**src/rtl/smsp_pkg.sv**
```systemverilog
// shared types and constants for the shuffled minimal-standard generator
package smsp_pkg;

  // value and field widths
  localparam int unsigned VAL_W      = 31;
  localparam int unsigned FRAC_W     = 24;
  localparam int unsigned MUL_W      = 15;
  localparam int unsigned PROD_W     = VAL_W + MUL_W;
  localparam int unsigned IN_DATA_W  = 32;
  localparam int unsigned OUT_DATA_W = 56;

  // lehmer multiplier and prime modulus 2^31-1
  localparam logic [MUL_W-1:0]  LEHMER_MUL = 15'd16807;
  localparam logic [VAL_W-1:0]  LEHMER_MOD = 31'h7FFF_FFFF;

  // largest fraction code, two lsb below one
  localparam logic [FRAC_W-1:0] FRAC_MAX = 24'd16777214;

  // commands from the controller to the datapath
  typedef struct packed {
    logic take;       // transaction accepted, latch seed if seeding
    logic mul;        // multiply generator by the lehmer constant
    logic div_start;  // start slot computation from the last output
    logic red_fill;   // reduce product, fill table entry during seeding
    logic red_draw;   // reduce product for a draw
    logic wb;         // swap table slot, update last output, load result
  } cmd_t;

  // status from the datapath to the controller
  typedef struct packed {
    logic need_seed;  // reseed asked for or table not yet loaded
    logic cnt_zero;   // last seeding step in progress
    logic div_busy;   // slot computation still running
    logic out_free;   // result register can take a new value
  } status_t;

endpackage

```
**src/rtl/smsp_ram.sv**
```systemverilog
// simple dual-port ram with registered read
module smsp_ram #(
  parameter int unsigned WIDTH = 31,
  parameter int unsigned DEPTH = 32
) (
  input  logic                     clk,
  input  logic                     we,
  input  logic [$clog2(DEPTH)-1:0] waddr,
  input  logic [WIDTH-1:0]         wdata,
  input  logic [$clog2(DEPTH)-1:0] raddr,
  output logic [WIDTH-1:0]         rdata
);

  logic [WIDTH-1:0] mem [DEPTH];
  logic [WIDTH-1:0] rdata_r;

  // write port
  always_ff @(posedge clk) begin
    if (we) begin
      mem[waddr] <= wdata;
    end
  end

  // registered read port
  always_ff @(posedge clk) begin
    rdata_r <= mem[raddr];
  end

  assign rdata = rdata_r;

endmodule

```
**src/rtl/smsp_slot_div.sv**
```systemverilog
// slot index by reciprocal multiply and one correction step
module smsp_slot_div #(
  parameter int unsigned TABLE_SIZE = 32
) (
  input  logic                          clk,
  input  logic                          rst_n,
  input  logic                          start,
  input  logic [smsp_pkg::VAL_W-1:0]    dividend,
  output logic                          busy,
  output logic [$clog2(TABLE_SIZE)-1:0] quot
);

  localparam int unsigned     VAL_W    = smsp_pkg::VAL_W;
  localparam int unsigned     SLOT_W   = $clog2(TABLE_SIZE);
  localparam longint unsigned SLOT_DIV = 64'd1 + 64'h7FFF_FFFE / 64'(TABLE_SIZE);
  localparam longint unsigned RECIP    = (64'd1 << 32) / SLOT_DIV;
  localparam int unsigned     RCP_W    = $clog2(RECIP + 1);
  localparam int unsigned     PROD_W   = VAL_W + RCP_W;

  logic [PROD_W-1:0] prod;
  logic [VAL_W-1:0]  x_r;
  logic [SLOT_W-1:0] est_r;
  logic [SLOT_W-1:0] quot_r, quot_nxt;
  logic              fix_r, fix_nxt;
  logic [VAL_W:0]    back;
  logic [VAL_W:0]    rem;

  // estimate from the truncated reciprocal, at most one below the quotient
  assign prod = PROD_W'(dividend) * PROD_W'(RECIP);

  // correction: bump the estimate when a whole slot width is left over
  always_comb begin
    back     = (VAL_W+1)'(est_r) * (VAL_W+1)'(SLOT_DIV);
    rem      = {1'b0, x_r} - back;
    quot_nxt = quot_r;
    fix_nxt  = 1'b0;
    if (start) begin
      fix_nxt = 1'b1;
    end else if (fix_r) begin
      quot_nxt = est_r + SLOT_W'(rem >= (VAL_W+1)'(SLOT_DIV));
    end
  end

  // pending correction is control state, the rest is payload
  always_ff @(posedge clk) begin
    if (!rst_n) begin
      fix_r <= 1'b0;
    end else begin
      fix_r <= fix_nxt;
    end
  end

  always_ff @(posedge clk) begin
    if (start) begin
      x_r   <= dividend;
      est_r <= SLOT_W'(prod[PROD_W-1:32]);
    end
    quot_r <= quot_nxt;
  end

  assign busy = fix_r;
  assign quot = quot_r;

endmodule

```
**src/rtl/smsp_datapath.sv**
```systemverilog
// generator, shuffle table, slot divider and result register
module smsp_datapath #(
  parameter int unsigned TABLE_SIZE   = 32,
  parameter int unsigned WARMUP_STEPS = 8
) (
  input  logic                               clk,
  input  logic                               rst_n,
  input  smsp_pkg::cmd_t                     cmd,
  output smsp_pkg::status_t                  status,
  input  logic [smsp_pkg::IN_DATA_W-1:0]     in_tdata,
  input  logic                               in_tuser,
  output logic                               out_tvalid,
  input  logic                               out_tready,
  output logic [smsp_pkg::OUT_DATA_W-1:0]    out_tdata
);

  localparam int unsigned VAL_W  = smsp_pkg::VAL_W;
  localparam int unsigned SLOT_W = $clog2(TABLE_SIZE);
  localparam int unsigned STEPS  = TABLE_SIZE + WARMUP_STEPS;
  localparam int unsigned CNT_W  = $clog2(STEPS);

  logic [VAL_W-1:0]                 gen_r, gen_nxt;
  logic [VAL_W-1:0]                 last_r, last_nxt;
  logic [smsp_pkg::PROD_W-1:0]      mul_r;
  logic [CNT_W-1:0]                 cnt_r, cnt_nxt;
  logic                             out_valid_r, out_valid_nxt;
  logic [smsp_pkg::OUT_DATA_W-1:0]  out_data_r;
  logic [VAL_W-1:0]                 seed;
  logic [VAL_W-1:0]                 seed_x0;
  logic [VAL_W:0]                   fold;
  logic [VAL_W-1:0]                 red;
  logic [SLOT_W-1:0]                quot;
  logic [SLOT_W-1:0]                slot;
  logic                             div_busy;
  logic                             ram_we;
  logic [SLOT_W-1:0]                ram_waddr;
  logic [VAL_W-1:0]                 ram_wdata;
  logic [VAL_W-1:0]                 ram_rdata;
  logic [smsp_pkg::FRAC_W-1:0]      frac;
  logic                             fill_hit;

  // seed fix-up: zero, the modulus itself and a seeding draw all start from one
  assign seed = in_tdata[VAL_W-1:0];
  always_comb begin
    seed_x0 = VAL_W'(1);
    if (in_tuser && seed != '0 && seed != smsp_pkg::LEHMER_MOD) begin
      seed_x0 = seed;
    end
  end

  // mod 2^31-1 by folding the high bits onto the low bits
  always_comb begin
    fold = {1'b0, mul_r[VAL_W-1:0]} + (VAL_W+1)'(mul_r[smsp_pkg::PROD_W-1:VAL_W]);
    if (fold >= {1'b0, smsp_pkg::LEHMER_MOD}) begin
      fold = fold - {1'b0, smsp_pkg::LEHMER_MOD};
    end
    red = fold[VAL_W-1:0];
  end

  // slot divider, quotient never reaches the table size but is clamped anyway
  smsp_slot_div #(
    .TABLE_SIZE (TABLE_SIZE)
  ) u_div (
    .clk      (clk),
    .rst_n    (rst_n),
    .start    (cmd.div_start),
    .dividend (last_r),
    .busy     (div_busy),
    .quot     (quot)
  );

  assign slot = (32'(quot) >= TABLE_SIZE) ? SLOT_W'(TABLE_SIZE - 1) : quot;

  // table write: the last TABLE_SIZE seeding steps fill every entry, a draw refills the used slot
  assign fill_hit  = cmd.red_fill && (32'(cnt_r) < TABLE_SIZE);
  assign ram_we    = fill_hit || cmd.wb;
  assign ram_waddr = cmd.wb ? slot : cnt_r[SLOT_W-1:0];
  assign ram_wdata = cmd.wb ? gen_r : red;

  smsp_ram #(
    .WIDTH (VAL_W),
    .DEPTH (TABLE_SIZE)
  ) u_table (
    .clk   (clk),
    .we    (ram_we),
    .waddr (ram_waddr),
    .wdata (ram_wdata),
    .raddr (slot),
    .rdata (ram_rdata)
  );

  // q0.24 fraction: with a 2^31-1 divisor the quotient is just the top bits
  assign frac = (ram_rdata[VAL_W-1:7] > smsp_pkg::FRAC_MAX) ? smsp_pkg::FRAC_MAX
                                                             : ram_rdata[VAL_W-1:7];

  // next state of generator, last output, step count and result flag
  always_comb begin
    gen_nxt       = gen_r;
    last_nxt      = last_r;
    cnt_nxt       = cnt_r;
    out_valid_nxt = out_valid_r && !out_tready;
    if (cmd.take && status.need_seed) begin
      gen_nxt = seed_x0;
      cnt_nxt = CNT_W'(STEPS - 1);
    end
    if (cmd.red_fill) begin
      gen_nxt = red;
      cnt_nxt = cnt_r - CNT_W'(1);
      if (cnt_r == '0) begin
        last_nxt = red;
      end
    end
    if (cmd.red_draw) begin
      gen_nxt = red;
    end
    if (cmd.wb) begin
      last_nxt      = ram_rdata;
      out_valid_nxt = 1'b1;
    end
  end

  always_ff @(posedge clk) begin
    if (!rst_n) begin
      gen_r       <= VAL_W'(1);
      last_r      <= '0;
      cnt_r       <= '0;
      out_valid_r <= 1'b0;
    end else begin
      gen_r       <= gen_nxt;
      last_r      <= last_nxt;
      cnt_r       <= cnt_nxt;
      out_valid_r <= out_valid_nxt;
    end
  end

  // product register and result payload
  always_ff @(posedge clk) begin
    if (cmd.mul) begin
      mul_r <= gen_r * smsp_pkg::LEHMER_MUL;
    end
    if (cmd.wb) begin
      out_data_r <= {1'b0, frac, ram_rdata};
    end
  end

  assign status.need_seed = in_tuser || (last_r == '0);
  assign status.cnt_zero  = (cnt_r == '0);
  assign status.div_busy  = div_busy;
  assign status.out_free  = !out_valid_r || out_tready;

  assign out_tvalid = out_valid_r;
  assign out_tdata  = out_data_r;

  // the generator can never fall to zero
  assert property (@(posedge clk) disable iff (!rst_n) gen_r != '0)
    else $error("generator reached zero");

  // a draw only swaps once its slot is final
  assert property (@(posedge clk) disable iff (!rst_n) cmd.wb |-> !div_busy)
    else $error("table swap before slot was ready");

  // a result is never loaded over one still waiting
  assert property (@(posedge clk) disable iff (!rst_n) cmd.wb |-> status.out_free)
    else $error("result register overwritten");

  // after a draw the table is marked loaded and the result is presented
  assert property (@(posedge clk) disable iff (!rst_n)
                   cmd.wb |=> (out_valid_r && last_r != '0))
    else $error("draw left no valid result or cleared last output");

endmodule

```
**src/rtl/smsp_ctrl.sv**
```systemverilog
// controller: sequences seeding steps and the draw
module smsp_ctrl (
  input  logic              clk,
  input  logic              rst_n,
  input  logic              in_tvalid,
  output logic              in_tready,
  input  smsp_pkg::status_t status,
  output smsp_pkg::cmd_t    cmd
);

  typedef enum logic [2:0] {
    S_IDLE,
    S_FILL_MUL,
    S_FILL_RED,
    S_DRAW_MUL,
    S_DRAW_RED,
    S_DRAW_DIV,
    S_DRAW_WB
  } state_t;

  state_t state_r, state_nxt;
  logic   ready_r, ready_nxt;
  logic   accept;

  assign accept = in_tvalid && ready_r;

  // commands and next state
  always_comb begin
    cmd       = '0;
    state_nxt = state_r;
    case (state_r)
      S_IDLE: begin
        if (accept) begin
          cmd.take = 1'b1;
          if (status.need_seed) begin
            state_nxt = S_FILL_MUL;
          end else begin
            cmd.mul       = 1'b1;
            cmd.div_start = 1'b1;
            state_nxt     = S_DRAW_RED;
          end
        end
      end
      S_FILL_MUL: begin
        cmd.mul   = 1'b1;
        state_nxt = S_FILL_RED;
      end
      S_FILL_RED: begin
        cmd.red_fill = 1'b1;
        state_nxt    = S_FILL_MUL;
        if (status.cnt_zero) begin
          // last seeding step: the draw multiplies the fresh generator next
          state_nxt = S_DRAW_MUL;
        end
      end
      S_DRAW_MUL: begin
        cmd.mul       = 1'b1;
        cmd.div_start = 1'b1;
        state_nxt     = S_DRAW_RED;
      end
      S_DRAW_RED: begin
        cmd.red_draw = 1'b1;
        state_nxt    = S_DRAW_DIV;
      end
      S_DRAW_DIV: begin
        if (!status.div_busy) begin
          state_nxt = S_DRAW_WB;
        end
      end
      S_DRAW_WB: begin
        if (status.out_free) begin
          cmd.wb    = 1'b1;
          state_nxt = S_IDLE;
        end
      end
      default: begin
        state_nxt = S_IDLE;
      end
    endcase
  end

  assign ready_nxt = (state_nxt == S_IDLE);

  // state and registered ready
  always_ff @(posedge clk) begin
    if (!rst_n) begin
      state_r <= S_IDLE;
      ready_r <= 1'b1;
    end else begin
      state_r <= state_nxt;
      ready_r <= ready_nxt;
    end
  end

  assign in_tready = ready_r;

  // ready tracks the idle state
  assert property (@(posedge clk) disable iff (!rst_n) ready_r == (state_r == S_IDLE))
    else $error("ready out of step with idle state");

  // a draw never writes back without first waiting on the divider state
  assert property (@(posedge clk) disable iff (!rst_n)
                   (state_r == S_DRAW_WB) |-> ($past(state_r) == S_DRAW_DIV ||
                                               $past(state_r) == S_DRAW_WB))
    else $error("write-back entered out of sequence");

  // seeding always ends in a draw
  assert property (@(posedge clk) disable iff (!rst_n)
                   (state_r == S_FILL_RED && status.cnt_zero) |=> state_r == S_DRAW_MUL)
    else $error("seeding did not lead into a draw");

endmodule

```
**src/rtl/shuffled_minimal_standard_prng.sv**
```systemverilog
// top level of the shuffled minimal-standard uniform generator
//
// channel  dir  handshake             payload
// in       in   in_tvalid/in_tready   in_tuser = func, in_tdata[30:0] = seed
// out      out  out_tvalid/out_tready out_tdata[30:0] = sample, [54:31] = fraction
//
// a draw runs lehmer multiply with the slot estimate, modular fold with the slot
// correction, table read, then write-back; the result is registered at write-back
// and the next transaction is taken after write-back.
// a reseed, and the first draw after reset, first runs TABLE_SIZE+WARMUP_STEPS
// generator steps, each a multiply then a modular fold, plus an extra multiply
// state. reset is synchronous and active low; the shuffle table is not cleared,
// since seeding writes every entry before any read.
// the result register lets a new transaction be accepted while a result waits;
// its draw then holds in write-back until out_tready frees the register.
module shuffled_minimal_standard_prng #(
  parameter int unsigned TABLE_SIZE   = 32,
  parameter int unsigned WARMUP_STEPS = 8
) (
  input  logic                            clk,
  input  logic                            rst_n,
  input  logic                            in_tvalid,
  output logic                            in_tready,
  input  logic [smsp_pkg::IN_DATA_W-1:0]  in_tdata,   // [30:0] seed, [31] zero
  input  logic                            in_tuser,   // [0] func
  output logic                            out_tvalid,
  input  logic                            out_tready,
  // [30:0] sample, [54:31] fraction, [55] zero
  output logic [smsp_pkg::OUT_DATA_W-1:0] out_tdata
);

  smsp_pkg::cmd_t    cmd;
  smsp_pkg::status_t status;

  smsp_ctrl u_ctrl (
    .clk       (clk),
    .rst_n     (rst_n),
    .in_tvalid (in_tvalid),
    .in_tready (in_tready),
    .status    (status),
    .cmd       (cmd)
  );

  smsp_datapath #(
    .TABLE_SIZE   (TABLE_SIZE),
    .WARMUP_STEPS (WARMUP_STEPS)
  ) u_dp (
    .clk        (clk),
    .rst_n      (rst_n),
    .cmd        (cmd),
    .status     (status),
    .in_tdata   (in_tdata),
    .in_tuser   (in_tuser),
    .out_tvalid (out_tvalid),
    .out_tready (out_tready),
    .out_tdata  (out_tdata)
  );

endmodule

```
**config.mk**
```make
export PLATFORM = sky130hd
export DESIGN_NAME = shuffled_minimal_standard_prng
export DESIGN_NICKNAME = d
export VERILOG_FILES = /design/src/rtl/smsp_pkg.sv /design/src/rtl/smsp_ram.sv /design/src/rtl/smsp_slot_div.sv /design/src/rtl/smsp_datapath.sv /design/src/rtl/smsp_ctrl.sv /design/src/rtl/shuffled_minimal_standard_prng.sv
export SDC_FILE = /design/constraint.sdc
export NUM_CORES = 2
export LEC_CHECK = 0
export ABC_AREA = 1
export CAP_MARGIN = 20
export CORE_UTILIZATION = 30
export DETAILED_ROUTE_END_ITERATION = 8
export DONT_BUFFER_PORTS = 1
export PLACE_DENSITY = 0.4
export SETUP_SLACK_MARGIN = 0.02
export SKIP_LAST_GASP = 1
export SLEW_MARGIN = 20
export SYNTH_ARGS = -nofsm -noshare
export SYNTH_HDL_FRONTEND = slang
export SYNTH_HIERARCHICAL = 1
export SYNTH_SLANG_ARGS = --single-unit
```
**constraint.sdc**
```tcl
create_clock -name clk -period 31 [get_ports clk]
set_input_delay 4.65 -clock clk [delete_from_list [all_inputs] [get_ports clk]]
set_output_delay 4.65 -clock clk [all_outputs]
set_load 0.05 [all_outputs]
```
==> flow_metrics.tcl <==
set metrics [dict create \
    gr-total-overflow 0 \
    crit_type "input port to register" \
    grt_pass1_wl_um 280600 \
    nets 6088 \
    core_area_sq_mm 0.1950 \
    synth_ff_type "edfxtp_1" \
    arrival_ps 8900 \
    clock_skew_ps 36.33 \
    hold_start "u_dp/u_div/x_r[26]$_DFFE_PP_" \
    period_share_pct 27.37 \
    clockBufferDepth 3 \
    crit_required_ps 31410 \
    grt_pass1_vias 39310 \
    regToRegSetupSlack_ps 24140 \
    synthAdderAreaFrac_pct 8.901 \
    clockRootBuffer "clkbuf_16" \
    final_cell_mix "1,849 x nand2_1, 1,103 x edfxtp_1, 893 x nand3_1, 508 x inv_1, 205 x ha_1" \
    outcome "completed" \
    yosysSeqAreaShare_pct 59.75 \
    synth_top_family_by_area "simple AND/OR/NAND/NOR gates" \
    synth-seq-cells 1208 \
    drtIter0Drc 3003 \
    start_kind "input port" \
    peakVddDrop_mv 0.1138 \
    syn_area_sq_mm 0.05896 \
    synth.net_count 6123 \
    cts_setup_buffers 0 \
    hold_viol_final 0 \
    avgSynthCellArea_sq_um 10.26 \
    gp_congestion 0.8906 \
    ctsHoldBuffers 0 \
    grt_use_total_pct 19.40 \
    synth_compound_gate_area_share_pct 2.668 \
    yosysWarnings 6 \
    dr.pass1.iters 6 \
    routed_wl_um 193000 \
    ant_nets 0 \
    worstReg2RegEnd "u_dp/mul_r[35]$_DFFE_PP_" \
    synth_xor_area_share_pct 0.8022 \
    dieArea_sq_mm 0.1983 \
    cts_sinks 1208 \
    hp-class "register to register" \
    syn2layout_area_growth_pct 13.18 \
    ios 95 \
    row_count 162 \
    worst_pin_slew_ps 1099 \
    crit_chain "inv_1, nand2_1, inv_1, nor4_2, buf_4, clkinv_2, o21ai_0, nand3_1, nor2_4, buf_4" \
    start_util_pct 30.24 \
    vias 40470 \
    slowest_stage "nor2_4" \
    cp.depth 10 \
    period_minus_slack_ps 8486 \
    cts_resized 0 \
    wire_per_inst_um 22.81 \
    cap_violations 0 \
    numCtsBuffers 144 \
    power_leakage_nw 26.38 \
    worst_setup_path_end_kind "register" \
    fmax_mhz 117.8 \
    io_buffers 0 \
    async_flop_share_pct 0 \
    p_per_area_mw_per_mm2 128.0 \
    cts_tree "built" \
    p_sw_share_pct 45.57 \
    seq_power_share_pct 30.8 \
    die_y_um 445.3 \
    synth_edf_count 1103 \
    slew-limit-headroom_pct 26.72 \
    synth-simple-area-share_pct 22.16 \
    layout-drive-gt1-share_pct 7.459 \
    vias_per_cell 4.784 \
    reg2reg_depth 23 \
    die_w_um 445.3 \
    crit_family "simple AND/OR/NAND/NOR gates" \
    layout_commonest_cell "nand2_1" \
    syn_inst 5747 \
    rsz0062_at_grt "no" \
    slowest_delay_ps 860 \
    hpwl_um 118800 \
    stdcell_count 8460 \
    crit_start "out_tready" \
    grt_max_degree 130 \
    crit_fanout 30 \
    synthMuxAreaShare_pct 0 \
    endpoint "u_dp/u_table/mem[7][21]$_DFFE_PP_" \
    intPower_mw 4.647 \
    setup_viol 0 \
    drc 0 \
    comb_power_share_pct 49.7 \
    yosysUniqueCellTypes 49 \
    dp.cells 8189 \
    tns_ps 0 \
    p_total_mw 8.539 \
    switching_power_mw 3.892 \
    r2r_start "u_dp/gen_r[10]$_SDFFE_PN0P_" \
    clkPwrFrac_pct 19.4 \
    cts_htree_levels 4 \
    clk_latency_ps 800 \
    clkTransAtPathRegs_ps 60 \
    antenna_found_initial 5 \
    maxSlewViolCount 0 \
    cp.buffers_inverters 5 \
]
==> worst reg2reg max path, cell delays in order, from the launching register on <==
cell	delay, ps
dfxtp_1	570
inv_1	300
fa_1	610
inv_1	50
ha_1	270
inv_1	50
fa_1	500
inv_1	40
ha_1	310
fa_1	540
inv_1	60
fa_1	550
inv_1	50
ha_1	440
nand2_1	140
o21ai_0	260
o21bai_1	310
nand3_1	140
nand2_1	210
a21oi_1	190
o21ai_1	440
nand3_1	160
nand3_1	100
nand2_1	220
==> final cells by class <==
| type | count | area [sq um] |
|---|---|---|
| Timing Repair Buffer | 99 | 800.8 |
| Clock inverter | 51 | 474.2 |
| Clock buffer | 215 | 4129 |
| Inverter | 526 | 2002 |
| Sequential cell | 1208 | 35220 |
| Multi-Input combinational cell | 3733 | 20800 |
| Fill cell | 19910 | 128300 |
| Tap cell | 2624 | 3283 |
| Antenna cell | 4 | 10.01 |
==> kinds of logic after synthesis <==
| logic type | count (synthesis) |
|---|---|
| compound gates | 284 |
| other cells | 1 |
| buf+inv | 806 |
| fa+ha+maj | 339 |
| flops | 1208 |
| simple gates | 3055 |
| xor+xnor | 54 |
==> routing by layer <==
metal  GRT usage [%]  part of all wire [%]  up-vias
li1                -                     -    19330
met2           31.23                    46      842
met4           4.391                   1.9        0
met3           2.809                   4.2      197
met1           27.49                    48    20100
met5               0                     0        -
==> state kept, by name, indices dropped and copies added (netlist names) <==
signal / flops
u_dp/out_tvalid: 1
u_dp/u_div/busy: 1
u_dp/u_table/rdata: 31
u_dp/u_div/x_r: 5
u_dp/last_r: 31
u_dp/u_div/quot: 5
u_ctrl/in_tready: 1
u_ctrl/state_r: 3
u_dp/mul_r: 46
u_dp/out_tdata: 55
u_dp/cnt_r: 6
u_dp/gen_r: 31
u_dp/u_table/mem: 992
==> power groups by stage <==
stage | clock network, mW | registers (mW) | logic [mW]
5_1_grt | 1.76 | 2.64 | 4.83
2_1_floorplan | 0 | 2.59 | 2.74
3_5_place_dp | 0 | 2.66 | 4.28
4_1_cts | 1.71 | 2.63 | 4.31
3_3_place_gp | 0 | 2.66 | 4.29
6_report | 1.66 | 2.63 | 4.25
==> synthesized netlist by cell type, types with 27 or more instances <==
| cell type | instances | area share, % |
|---|---|---|
| nor2_1 | 151 | 0.96 |
| a21oi_1 | 115 | 0.98 |
| nand3_1 | 893 | 7.6 |
| o21ai_0 | 94 | 0.80 |
| dfxtp_1 | 105 | 3.6 |
| nand2_2 | 35 | 0.37 |
| nand4_1 | 47 | 0.50 |
| a31oi_1 | 32 | 0.34 |
| buf_2 | 132 | 1.1 |
| buf_4 | 42 | 0.53 |
| ha_1 | 205 | 4.4 |
| edfxtp_1 | 1103 | 56 |
| buf_1 | 27 | 0.17 |
| xor2_1 | 42 | 0.62 |
| inv_1 | 509 | 3.2 |
| fa_1 | 134 | 4.6 |
| nand2_1 | 1852 | 12 |
| clkbuf_1 | 77 | 0.49 |
==> worst min path at each step <==
stage                                    to  cells past startpoint
6_report       u_dp/u_div/quot[0]$_DFFE_PP_                      0
5_1_grt        u_dp/u_div/quot[2]$_DFFE_PP_                      0
4_1_cts        u_dp/u_div/quot[0]$_DFFE_PP_                      0
3_5_place_dp   u_dp/u_div/quot[0]$_DFFE_PP_                      0
3_3_place_gp   u_dp/u_div/quot[1]$_DFFE_PP_                      0
2_1_floorplan  u_dp/u_div/quot[0]$_DFFE_PP_                      0
==> per-stage QoR <==
step / area, sq um / util [%] / hold WS, ps / setup slack (ps)
after global placement: 62080 / 31.84 / 405.8 / 21690
after detailed placement: 62090 / 31.84 / 409.7 / 21650
after floorplan: 58960 / - / 400.3 / 17600
after global routing: 66720 / 34.22 / 436.2 / 22330
after CTS: 66690 / 34.20 / 420.1 / 22480
final: 66730 / 34.22 / 415.3 / 22510
No activity file was read; power rests on OpenSTA's default activity.
